$ cat src/rtl/core/rsdc_pkg.sv
// shared types and constants for the channel-sounding step data converter
package rsdc_pkg;

    localparam int MAX_BUFFER_BYTES_DEF = 1024;
    localparam int QUEUE_DEPTH          = 4;

    localparam logic [7:0] MARKER_BYTE = 8'h80;
    localparam logic [7:0] MODE_MASK   = 8'h03;

    // position inside one step record
    typedef enum logic [1:0] {
        PH_MODE = 2'd0,
        PH_CHAN = 2'd1,
        PH_LEN  = 2'd2,
        PH_DATA = 2'd3
    } phase_t;

    typedef struct packed {
        logic [10:0] byte_position;
        logic [7:0]  step_index;
        phase_t      header_phase;
        logic [1:0]  saved_mode;
        logic [7:0]  data_remaining;
        logic        copying_data;
        logic        record_done;
        logic [10:0] held_length;
        logic [7:0]  held_step_count;
        logic [7:0]  held_abort_idx;
        logic        held_aborted;
    } conv_state_t;

    // one converted word headed for the output queue
    typedef struct packed {
        logic       valid;
        logic [7:0] data;
        logic       last;
    } result_t;

    typedef struct packed {
        result_t r0;
        result_t r1;
    } result_pair_t;

endpackage

$ cat src/rtl/core/rsdc_stage.sv
// step parser: per accepted word updates the record state and yields up to two results
module rsdc_stage #(
    parameter int MAX_BUFFER_BYTES = rsdc_pkg::MAX_BUFFER_BYTES_DEF
) (
    input  logic                 aclk,
    input  logic                 aresetn,
    input  logic                 accept,
    input  logic [7:0]           in_byte,
    input  logic                 first_byte,
    input  logic [10:0]          buffer_length,
    input  logic [7:0]           step_count,
    input  logic [7:0]           abort_index,
    input  logic                 subevent_aborted,
    output rsdc_pkg::result_pair_t results
);

    rsdc_pkg::conv_state_t st_reg;
    rsdc_pkg::conv_state_t st_next;

    localparam rsdc_pkg::result_t MARKER_RES = '{valid: 1'b1,
                                                 data: rsdc_pkg::MARKER_BYTE,
                                                 last: 1'b1};

    // idle until the first word of a subevent
    localparam rsdc_pkg::conv_state_t RESET_STATE = '{byte_position:   '0,
                                                      step_index:      '0,
                                                      header_phase:    rsdc_pkg::PH_MODE,
                                                      saved_mode:      '0,
                                                      data_remaining:  '0,
                                                      copying_data:    1'b0,
                                                      record_done:     1'b1,
                                                      held_length:     '0,
                                                      held_step_count: '0,
                                                      held_abort_idx:  '0,
                                                      held_aborted:    1'b0};

    always_comb begin
        rsdc_pkg::conv_state_t s;
        rsdc_pkg::result_t     r0;
        rsdc_pkg::result_t     r1;
        logic [10:0] p;
        logic [10:0] len;
        logic [11:0] nxt;
        logic        last_step;
        logic        abort_hit;

        s         = st_reg;
        r0        = '0;
        r1        = '0;
        p         = '0;
        len       = '0;
        nxt       = '0;
        last_step = 1'b0;
        abort_hit = 1'b0;

        if (accept) begin
            if (first_byte) begin
                // capture the subevent settings, clamp the buffer size
                if (32'(buffer_length) > MAX_BUFFER_BYTES) begin
                    len = 11'(MAX_BUFFER_BYTES);
                end else begin
                    len = buffer_length;
                end
                s.held_length     = len;
                s.held_step_count = step_count;
                s.held_abort_idx  = abort_index;
                s.held_aborted    = subevent_aborted;
                s.byte_position   = '0;
                s.step_index      = '0;
                s.header_phase    = rsdc_pkg::PH_MODE;
                s.saved_mode      = '0;
                s.data_remaining  = '0;
                s.copying_data    = 1'b0;
                s.record_done     = (len == '0) || (step_count == '0);
            end

            if (!s.record_done) begin
                p               = s.byte_position;
                s.byte_position = p + 11'd1;
                last_step = ({1'b0, s.step_index} + 9'd1) >= {1'b0, s.held_step_count};

                case (s.header_phase)
                    rsdc_pkg::PH_MODE: begin
                        if ({1'b0, p} + 12'd3 > {1'b0, s.held_length}) begin
                            // header cut short by the buffer end
                            r0            = MARKER_RES;
                            s.record_done = 1'b1;
                        end else begin
                            s.saved_mode   = 2'(in_byte & rsdc_pkg::MODE_MASK);
                            s.header_phase = rsdc_pkg::PH_CHAN;
                        end
                    end
                    rsdc_pkg::PH_CHAN: begin
                        s.header_phase = rsdc_pkg::PH_LEN;
                    end
                    rsdc_pkg::PH_LEN: begin
                        abort_hit = s.held_aborted && (s.step_index >= s.held_abort_idx);
                        r0.valid  = 1'b1;
                        r0.data   = {abort_hit, 5'd0, s.saved_mode};
                        r0.last   = 1'b0;
                        nxt = {1'b0, p} + 12'd1 + {4'd0, in_byte};
                        if (!abort_hit && in_byte != '0 && nxt <= {1'b0, s.held_length}) begin
                            s.copying_data   = 1'b1;
                            s.data_remaining = in_byte;
                            s.header_phase   = rsdc_pkg::PH_DATA;
                        end else begin
                            if (last_step) begin
                                r0.last       = 1'b1;
                                s.record_done = 1'b1;
                            end else if ({1'b0, nxt} + 13'd3 > {2'd0, s.held_length}) begin
                                r1            = MARKER_RES;
                                s.record_done = 1'b1;
                            end else begin
                                s.step_index   = s.step_index + 8'd1;
                                s.header_phase = rsdc_pkg::PH_MODE;
                            end
                            // skip the data of an aborted or oversized step
                            if (!s.record_done && in_byte != '0) begin
                                s.copying_data   = 1'b0;
                                s.data_remaining = in_byte;
                                s.header_phase   = rsdc_pkg::PH_DATA;
                            end
                        end
                    end
                    default: begin
                        if (s.copying_data) begin
                            r0.valid = 1'b1;
                            r0.data  = in_byte;
                            r0.last  = 1'b0;
                        end
                        if (s.data_remaining != '0) begin
                            s.data_remaining = s.data_remaining - 8'd1;
                        end
                        if (s.data_remaining == '0) begin
                            if (s.copying_data) begin
                                s.copying_data = 1'b0;
                                nxt = {1'b0, p} + 12'd1;
                                if (last_step) begin
                                    r0.last       = 1'b1;
                                    s.record_done = 1'b1;
                                end else if ({1'b0, nxt} + 13'd3 > {2'd0, s.held_length}) begin
                                    r1            = MARKER_RES;
                                    s.record_done = 1'b1;
                                end else begin
                                    s.step_index   = s.step_index + 8'd1;
                                    s.header_phase = rsdc_pkg::PH_MODE;
                                end
                            end else begin
                                s.header_phase = rsdc_pkg::PH_MODE;
                            end
                        end
                    end
                endcase
            end
        end

        st_next    = s;
        results.r0 = r0;
        results.r1 = r1;
    end

    always_ff @(posedge aclk) begin
        if (!aresetn) begin
            st_reg <= RESET_STATE;
        end else begin
            st_reg <= st_next;
        end
    end

endmodule

$ cat src/rtl/core/rsdc_out_queue.sv
// small output queue taking up to two results per cycle and giving one per handshake
module rsdc_out_queue (
    input  logic                   aclk,
    input  logic                   aresetn,
    input  rsdc_pkg::result_pair_t push,
    output logic                   room_for_two,
    output logic                   m_tvalid,
    input  logic                   m_tready,
    output logic [7:0]             m_tdata,
    output logic                   m_tlast
);

    localparam int DEPTH = rsdc_pkg::QUEUE_DEPTH;
    localparam int PTR_W = $clog2(DEPTH);
    localparam int CNT_W = $clog2(DEPTH + 1);

    logic [8:0]       mem_reg [DEPTH];
    logic [PTR_W-1:0] wr_ptr_reg;
    logic [PTR_W-1:0] wr_ptr_next;
    logic [PTR_W-1:0] rd_ptr_reg;
    logic [PTR_W-1:0] rd_ptr_next;
    logic [CNT_W-1:0] count_reg;
    logic [CNT_W-1:0] count_next;
    logic             pop;
    logic [1:0]       n_push;

    assign pop          = m_tvalid && m_tready;
    assign n_push       = {1'b0, push.r0.valid} + {1'b0, push.r1.valid};
    assign room_for_two = count_reg <= CNT_W'(DEPTH - 2);
    assign m_tvalid     = count_reg != '0;
    assign m_tdata      = mem_reg[rd_ptr_reg][8:1];
    assign m_tlast      = mem_reg[rd_ptr_reg][0];

    always_comb begin
        wr_ptr_next = wr_ptr_reg + PTR_W'(n_push);
        rd_ptr_next = rd_ptr_reg + PTR_W'(pop);
        count_next  = count_reg + CNT_W'(n_push) - CNT_W'(pop);
    end

    always_ff @(posedge aclk) begin
        if (push.r0.valid) begin
            mem_reg[wr_ptr_reg] <= {push.r0.data, push.r0.last};
        end
        if (push.r1.valid) begin
            mem_reg[wr_ptr_reg + PTR_W'(1)] <= {push.r1.data, push.r1.last};
        end
    end

    always_ff @(posedge aclk) begin
        if (!aresetn) begin
            wr_ptr_reg <= '0;
            rd_ptr_reg <= '0;
            count_reg  <= '0;
        end else begin
            wr_ptr_reg <= wr_ptr_next;
            rd_ptr_reg <= rd_ptr_next;
            count_reg  <= count_next;
        end
    end

endmodule

$ cat src/rtl/core/ras_step_data_converter.sv
// top level of the channel-sounding step data converter
//
// usage
//   - slave channel carries the subevent step buffer one word per byte; s_tuser
//     marks the first word of a subevent, whose tdata also carries the buffer
//     length, step count, first aborted step index and aborted flag held for the record
//   - master channel gives the converted words: one mode word per step (bit 7 set
//     for aborted steps), the copied step data, and a 0x80 marker when the record
//     is cut short; m_tlast flags the last word of the record
//   - results are registered; an empty queue offers one in the cycle after its word
//   - throughput: one input word per cycle while s_tready is high; a word can cause
//     two results (a mode or last data word plus end marker), which is the one case
//     that drains slower than the input, set by the single-word output handshake
//   - a four-word output queue parts the two sides; s_tready stays high while two
//     slots are free, so a stalled receiver holds input back once three results wait
//   - reset (aresetn low, synchronous) empties the queue and leaves the block idle;
//     words without s_tuser are dropped until a new subevent starts
//   - s_tuser in mid-record abandons the current record and starts over
module ras_step_data_converter #(
    parameter int MAX_BUFFER_BYTES = rsdc_pkg::MAX_BUFFER_BYTES_DEF
) (
    input  logic        aclk,
    input  logic        aresetn,
    input  logic        s_tvalid,
    output logic        s_tready,
    // [7:0] in_byte, [18:8] buffer_length, [26:19] step_count,
    // [34:27] abort_index, [35] subevent_aborted, [39:36] zero
    input  logic [39:0] s_tdata,
    // [0] first_byte
    input  logic        s_tuser,
    output logic        m_tvalid,
    input  logic        m_tready,
    // [7:0] out_byte
    output logic [7:0]  m_tdata,
    // end_of_record
    output logic        m_tlast
);

    rsdc_pkg::result_pair_t results;
    logic                   room_for_two;
    logic                   accept;

    // take a word only when the queue can hold both possible results
    assign s_tready = room_for_two;
    assign accept   = s_tvalid && s_tready;

    rsdc_stage #(
        .MAX_BUFFER_BYTES (MAX_BUFFER_BYTES)
    ) u_stage (
        .aclk             (aclk),
        .aresetn          (aresetn),
        .accept           (accept),
        .in_byte          (s_tdata[7:0]),
        .first_byte       (s_tuser),
        .buffer_length    (s_tdata[18:8]),
        .step_count       (s_tdata[26:19]),
        .abort_index      (s_tdata[34:27]),
        .subevent_aborted (s_tdata[35]),
        .results          (results)
    );

    // result register side: converted words wait here for the receiver
    rsdc_out_queue u_queue (
        .aclk         (aclk),
        .aresetn      (aresetn),
        .push         (results),
        .room_for_two (room_for_two),
        .m_tvalid     (m_tvalid),
        .m_tready     (m_tready),
        .m_tdata      (m_tdata),
        .m_tlast      (m_tlast)
    );

endmodule

$ cat config.mk
export PLATFORM = sky130hd
export DESIGN_NAME = ras_step_data_converter
export DESIGN_NICKNAME = d
export VERILOG_FILES = /design/src/rtl/core/rsdc_pkg.sv /design/src/rtl/core/rsdc_stage.sv /design/src/rtl/core/rsdc_out_queue.sv /design/src/rtl/core/ras_step_data_converter.sv
export SDC_FILE = /design/constraint.sdc
export NUM_CORES = 1
export LEC_CHECK = 0
export ABC_AREA = 1
export BUFFER_PORTS_ARGS = -buffer_cell sky130_fd_sc_hd__buf_2
export CORE_ASPECT_RATIO = 1.2
export CORE_UTILIZATION = 50
export DETAILED_ROUTE_END_ITERATION = 10
export HOLD_SLACK_MARGIN = 0.08
export PLACE_DENSITY = 0.68
export SLEW_MARGIN = 20
export SYNTH_ARGS = -nofsm -noshare
export SYNTH_HDL_FRONTEND = slang
export SYNTH_SLANG_ARGS = --single-unit
$ cat constraint.sdc
create_clock -name aclk -period 9.19 [get_ports aclk]
set_input_delay 1.838 -clock aclk [delete_from_list [all_inputs] [get_ports aclk]]
set_output_delay 1.838 -clock aclk [all_outputs]
set_load 0.05 [all_outputs]
==> results of run 1 <==
[placed cells by master (no fill, tap or decap), types with 9 or more instances in the layout]
cell / netlist / final
nor2_1: 141 / 141
nand2_2: 13 / 14
inv_2: 11 / 11
o211ai_1: 10 / 10
o22ai_1: 14 / 14
mux2i_1: 13 / 13
buf_2: 6 / 51
dfxtp_1: 96 / 96
a221oi_1: 11 / 11
ha_1: 83 / 83
o21ai_1: 10 / 10
nand4_1: 13 / 13
nand2_1: 369 / 368
a21oi_1: 108 / 108
inv_1: 183 / 183
xor2_1: 26 / 26
nor3_1: 14 / 14
clkbuf_16: 0 / 9
o21ai_0: 90 / 90
a211oi_1: 15 / 15
nand3_1: 69 / 69
[layout make-up]
cell class / count / area [um2] / area share
clock inverter: 6 / 67.6 / 0.00697
clock buffer: 10 / 229 / 0.0236
sequential: 104 / 2160 / 0.223
inverter: 195 / 734 / 0.0758
timing repair buffer: 58 / 308 / 0.0318
multi-input combinational: 1064 / 5920 / 0.610
tap: 220 / 275 / 0.0284
[kinds of logic after synthesis]
family	Yosys count
muxes	13
buffers and inverters	239
DFF	104
xor gates and xnor gates	34
AOI/OAI and AO/OA	277
and+or+nand+nor	655
adders and majority gates	85
[path summary, 6_finish.rpt]
kind	startpoint	end	slack, ns	cells past startpoint
setup / recovery	s_tuser	u_queue.count_reg[2]	1.36	38
hold / removal	u_stage.st_reg[9]	u_stage.st_reg[9]	0.45	2
setup reg to reg	u_stage.st_reg[51]	u_queue.count_reg[2]	3.05	32
hold reg to reg	u_stage.st_reg[9]	u_stage.st_reg[9]	0.45	2
[power by group through the flow]
stage,Clock [mW],Combinational [mW],Sequential (mW)
after CTS,0.407,0.944,0.551
after global placement,0,0.923,0.559
after detailed placement,0,0.940,0.561
after global routing,0.423,1.07,0.558
final,0.402,0.941,0.552
after floorplan,0,0.731,0.550
[metal layers]
layer	vias up	part of all wire
li1	4657	-
met1	4109	0.43
met2	229	0.49
met3	48	0.047
met4	0	0.030
met5	-	0
[worst max-delay path, delay by kind of cell]
kind,cells,cell delay [ns]
xor+xnor,3,0.70
compound gates,2,0.45
fa+ha+maj,6,1.88
buf+inv,8,1.06
simple gates,19,2.08
[per-stage QoR]
step / power (mW) / instance area (um2) / instances
after floorplan: 1.28 / 9010 / 1407
after global placement: 1.48 / 9400 / 1641
after detailed placement: 1.50 / 9400 / 1641
after CTS: 1.90 / 9690 / 1657
after global routing: 2.05 / 9690 / 1657
final: 1.90 / 9690 / 1657
==> summary.md, run 1 <==
| Metric | Value |
|---|---|
| Layout filler cell count | `1790` |
| Largest net degree at the start of global routing | `64` |
| Initial DRC Count | `550` |
| Met2 Use GR | `0.479` |
| CTS Buffer Depth | `2` |
| # DRC | `0` |
| RSZ-0062 raised after global routing | `false` |
| Combinational Power Share | `0.497` |
| DR pass1 iterations | `6` |
| Synthesized flop and latch total | `104` |
| Top cells by count, synth | `nand2_1, inv_1, nor2_1` |
| Critical Path Most Common Cell | `nand2_1` |
| WL/cell | `14.6 um` |
| Met1 Usage GRT | `0.323` |
| Crit path max fanout | `38` |
| Peak VDD IR | `0.0994 mV` |
| Initial Util | `0.513` |
| Int Pwr | `1.02 mW` |
| Die Span Y | `149 um` |
| Congestion Overflow GR | `0` |
| Synth top area share | `0.213` |
| CTS Root Cell | `clkbuf_16` |
| # port buffers | `51` |
| Vias/cell | `5.46` |
| Pins Over Slew Limit | `0` |
| Via count | `9043` |
| Slew at the pin with the worst max-slew slack | `0.999 ns` |
| Startpoint class of the critical path | `input port` |
| Type of the most critical hold path | `register to register` |
| FFs w/ async S/R, synth | `0` |
| Rel. slew slack | `0.333` |
| Hold slack | `0.448 ns` |
| Vias in the first global route | `8341` |
| Layout cells sized above 1 | `0.0898` |
| CTS hold repair buffers | `0` |
| Pwr dens | `196 mW/mm2` |
| Sw frac | `0.460` |
| CP max-delay cell | `fa_1` |
| Max Clock Skew | `0.0127 ns` |
| Layout Utilization | `0.552` |
| Grt peak-use layer | `met2` |
| Sequential Power Share | `0.291` |
| Adder-cell share of the synthesized area | `0.120` |
| Full die area | `0.0186 mm2` |
| Synthesized area | `0.00901 mm2` |
| Post-CTS setup buffers | `0` |
| Layout Nets | `1562` |
| Synth Flop Type | `dfxtp_1` |
| Final Hold Fails | `0` |
| Netlist cell types | `54` |
| Cts repair resizes | `0` |
| Num CTS Buffers | `9` |
| Max-Cap Viols | `0` |
| H-tree depth | `3` |
| Total wire length | `24200 um` |
| Yosys top cell by area | `dfxtp_1` |
| Fmax | `128 MHz` |
| Yosys warning total | `0` |
| Mean Syn Cell Area | `6.41 um2` |
| Post-Synth Simple-Gate Area | `0.314` |
| CTS tree | `yes` |
| Post-synthesis cell count | `1407` |
| GR Layer Usage met3 | `0.0287` |
| Post-synthesis compound-gate area fraction | `0.175` |
| Setup violations, final | `0` |
| ANT nets after route | `0` |
| I/O Pins | `56` |
| Mux cell area share after synthesis | `0.0144` |
| Clock transition at path regs | `0.07 ns` |
| Max incr delay on CP | `0.44 ns` |
| Fin worst setup slack | `1.36 ns` |
| Synth Area in XOR/XNOR | `0.0330` |
| DIE WIDTH | `125 um` |
| CTS sink count | `104` |
| First-pass GRT wire length | `40700 um` |
| Syn nets | `1537` |
| Core Area | `0.0176 mm2` |
| Max reg flops | `61` |
| Crit end category | `register` |
| Area Growth Syn to Fin | `7.52%` |
| Initial antenna violation count | `0` |
| Largest cells by area after synthesis | `dfxtp_1, nand2_1, ha_1` |
| Critical path type | `input port to register` |
| Clock latency on the worst-skew pair | `0.37 ns` |
| Sw power | `871 uW` |
| WP data arrival | `8.05 ns` |
| Fin crit period | `7.83 ns` |
| LEAKAGE | `5.07 nW` |
| Post-route clock period utilization | `0.852` |
| Post-synth EDFFs | `8` |
| Global Route Usage Sum | `0.268` |
| Worst slack at placement | `1.02 ns` |
| Detailed placement HPWL | `18000 um` |
| Outcome | `complete, no violations` |
| Clock share of power | `0.212` |
| Critical path required time | `9.41 ns` |
| Final GP Congestion | `0.879` |
| Most frequent cell after synthesis | `nand2_1` |
| Combinational family with the most area after synthesis | `simple AND/OR/NAND/NOR gates` |
| Seq/Total Area, Yosys | `0.240` |
| Antenna cell count | `0` |
| Setup TNS Final | `0 ns` |
| Std cell rows | `53` |
Note: power is estimated with default switching activity, not from simulation.
==> run 2, diff against run 1 <==
--- a/config.mk
+++ b/config.mk
@@ -7,11 +7,13 @@
 export LEC_CHECK = 0
 export ABC_AREA = 1
 export BUFFER_PORTS_ARGS = -buffer_cell sky130_fd_sc_hd__buf_2
+export CELL_PAD_IN_SITES_DETAIL_PLACEMENT = 1
+export CELL_PAD_IN_SITES_GLOBAL_PLACEMENT = 2
 export CORE_ASPECT_RATIO = 1.2
-export CORE_UTILIZATION = 50
+export CORE_UTILIZATION = 34
 export DETAILED_ROUTE_END_ITERATION = 10
 export HOLD_SLACK_MARGIN = 0.08
-export PLACE_DENSITY = 0.68
+export PLACE_DENSITY_LB_ADDON = 0.08
 export SLEW_MARGIN = 20
 export SYNTH_ARGS = -nofsm -noshare
 export SYNTH_HDL_FRONTEND = slang
==> summary.md, run 2 (synthesis gave the netlist of run 1 again) <==
| Metric | Value |
|---|---|
| Core Area | `0.0258 mm2` |
| DP Area | `0.00957 mm2` |
| Max incr delay on CP | `0.46 ns` |
| Post-CTS setup buffers | `0` |
| Power, Total | `1.99 mW` |
| Max Clock Skew | `0.0186 ns` |
| Final GP Congestion | `0.796` |
| Num CTS Buffers | `9` |
| Hold slack | `0.451 ns` |
| WP data arrival | `7.97 ns` |
| Flop2flop setup slack | `2.70 ns` |
| CTS Buffer Depth | `2` |
| Die Span Y | `180 um` |
| CTS sink count | `104` |
| Max-Cap Viols | `0` |
| Detailed placement HPWL | `23100 um` |
| Cts repair resizes | `0` |
| Vias in the first global route | `9271` |
| Critical Path Most Common Cell | `nand2_1` |
| Reg2reg end | `u_queue.count_reg[2]` |
| Type of the most critical hold path | `register to register` |
| CP max-delay cell | `xor2_1` |
| LEAKAGE | `5.12 nW` |
| # DRC | `0` |
| Critical path required time | `9.41 ns` |
| Critical path type | `input port to register` |
| CTS tree | `yes` |
| H-tree depth | `3` |
| Initial DRC Count | `316` |
| Final Hold Fails | `0` |
| Worst r2r src | `u_stage.st_reg[51]` |
| Initial antenna violation count | `0` |
| Fin crit period | `7.76 ns` |
| Initial Util | `0.350` |
| Setup TNS Final | `0 ns` |
| Via count | `9114` |
| Rel. slew slack | `0.294` |
| Layout filler cell count | `3442` |
| CTS Root Cell | `clkbuf_16` |
| Most frequent cells in the layout | `nand2_1, inv_1, nor2_1` |
| Worst slack at placement | `1.03 ns` |
| Layout Nets | `1567` |
| Std cell rows | `64` |
| First-pass GRT wire length | `48500 um` |
| Worst hold path depth | `2` |
| Delay-heaviest family, CP | `simple AND/OR/NAND/NOR gates` |
| DIE WIDTH | `151 um` |
| Max reg flops | `61` |
| Pwr dens | `200 mW/mm2` |
| Hold EP | `u_stage.st_reg[9]` |
| Fmax | `129 MHz` |
| WL/cell | `17.2 um` |
| Pins Over Slew Limit | `0` |
| Largest net degree at the start of global routing | `64` |
| Setup violations, final | `0` |
| Slew at the pin with the worst max-slew slack | `1.06 ns` |
| Fin worst setup slack | `1.43 ns` |
| Hold_sp | `u_stage.st_reg[9]` |
| # port buffers | `51` |
| Total wire length | `30400 um` |
| Layout cells sized above 1 | `0.0936` |
| R2r worst-path depth | `32` |
| Post-route clock period utilization | `0.844` |
| Peak VDD IR | `0.0856 mV` |
| Antenna cell count | `0` |
| Area Growth Syn to Fin | `9.84%` |
| Startpoint class of the critical path | `input port` |
| Crit path max fanout | `13` |
| Finished Cell Area | `0.00990 mm2` |
| DR pass1 iterations | `4` |
| Clock transition at path regs | `0.07 ns` |
| Vias/cell | `5.14` |
| Crit end category | `register` |
| Full die area | `0.0272 mm2` |
| Outcome | `complete, no violations` |
| CP Depth | `38` |
| Clock latency on the worst-skew pair | `0.37 ns` |
| RSZ-0062 raised after global routing | `false` |
| Global Route Usage Sum | `0.230` |
| Congestion Overflow GR | `0` |
| Worst path bufs/invs | `8` |
| CTS hold repair buffers | `0` |
| Commonest non-fill, non-tap cell in the layout | `nand2_1` |
| I/O Pins | `56` |
| ANT nets after route | `0` |
[run 2: cell count changes in the layout (fill, tap and decap cells not counted), sizes merged]
cell	change
clkinv	+2
inv	-1
bufinv	+1
clkbuf	-1
clkinvlp	-1
buf	+5
[run 2: where the power goes]
part	leakage, nW	switching [mW]	internal (mW)
Sequential	0.844	0.0391	0.514
Clock	0.158	0.203	0.243
Combinational	4.11	0.685	0.301
[run 2: tightest hold or removal path: cells and delay by family, from the launching register on]
| kind | cells | cell delay (ns) |
|---|---|---|
| flip-flops | 1 | 0.30 |
| buffers and inverters | 1 | 0.06 |
| AO/OA/AOI/OAI | 1 | 0.05 |
[run 2: per-stage QoR]
step / utilization / cells
after global placement: 0.371 / 1756
after detailed placement: 0.371 / 1756
after CTS: 0.384 / 1772
final: 0.384 / 1772
after global routing: 0.384 / 1772
after floorplan: - / 1407
[run 2: cell type report]
cell class                 count  area (um2)  area share
multi-input combinational   1064        5920       0.598
clock buffer                   9         225      0.0227
tap                          330         413      0.0417
clock inverter                 7         105      0.0106
sequential                   104        2160       0.218
inverter                     195         734      0.0742
timing repair buffer          63         345      0.0349
[run 2: how the worst max path moves through the flow]
stage / start / to / slack (ns)
global placement: s_tuser / u_queue.count_reg[2] / 1.12
floorplan: s_tuser / u_queue.count_reg[2] / 2.23
finish: s_tuser / u_queue.count_reg[2] / 1.43
CTS: s_tuser / u_queue.count_reg[2] / 1.41
detailed placement: s_tuser / u_queue.count_reg[2] / 1.03
global route: s_tuser / u_queue.count_reg[2] / 0.92
[run 2: per-layer routing]
layer | track usage | vias to the layer above | part of all wire
li1 | - | 4669 | -
met1 | 0.275 | 4321 | 0.45
met2 | 0.426 | 89 | 0.51
met3 | 0.0197 | 35 | 0.016
met4 | 0.0692 | 0 | 0.021
met5 | 0 | - | 0
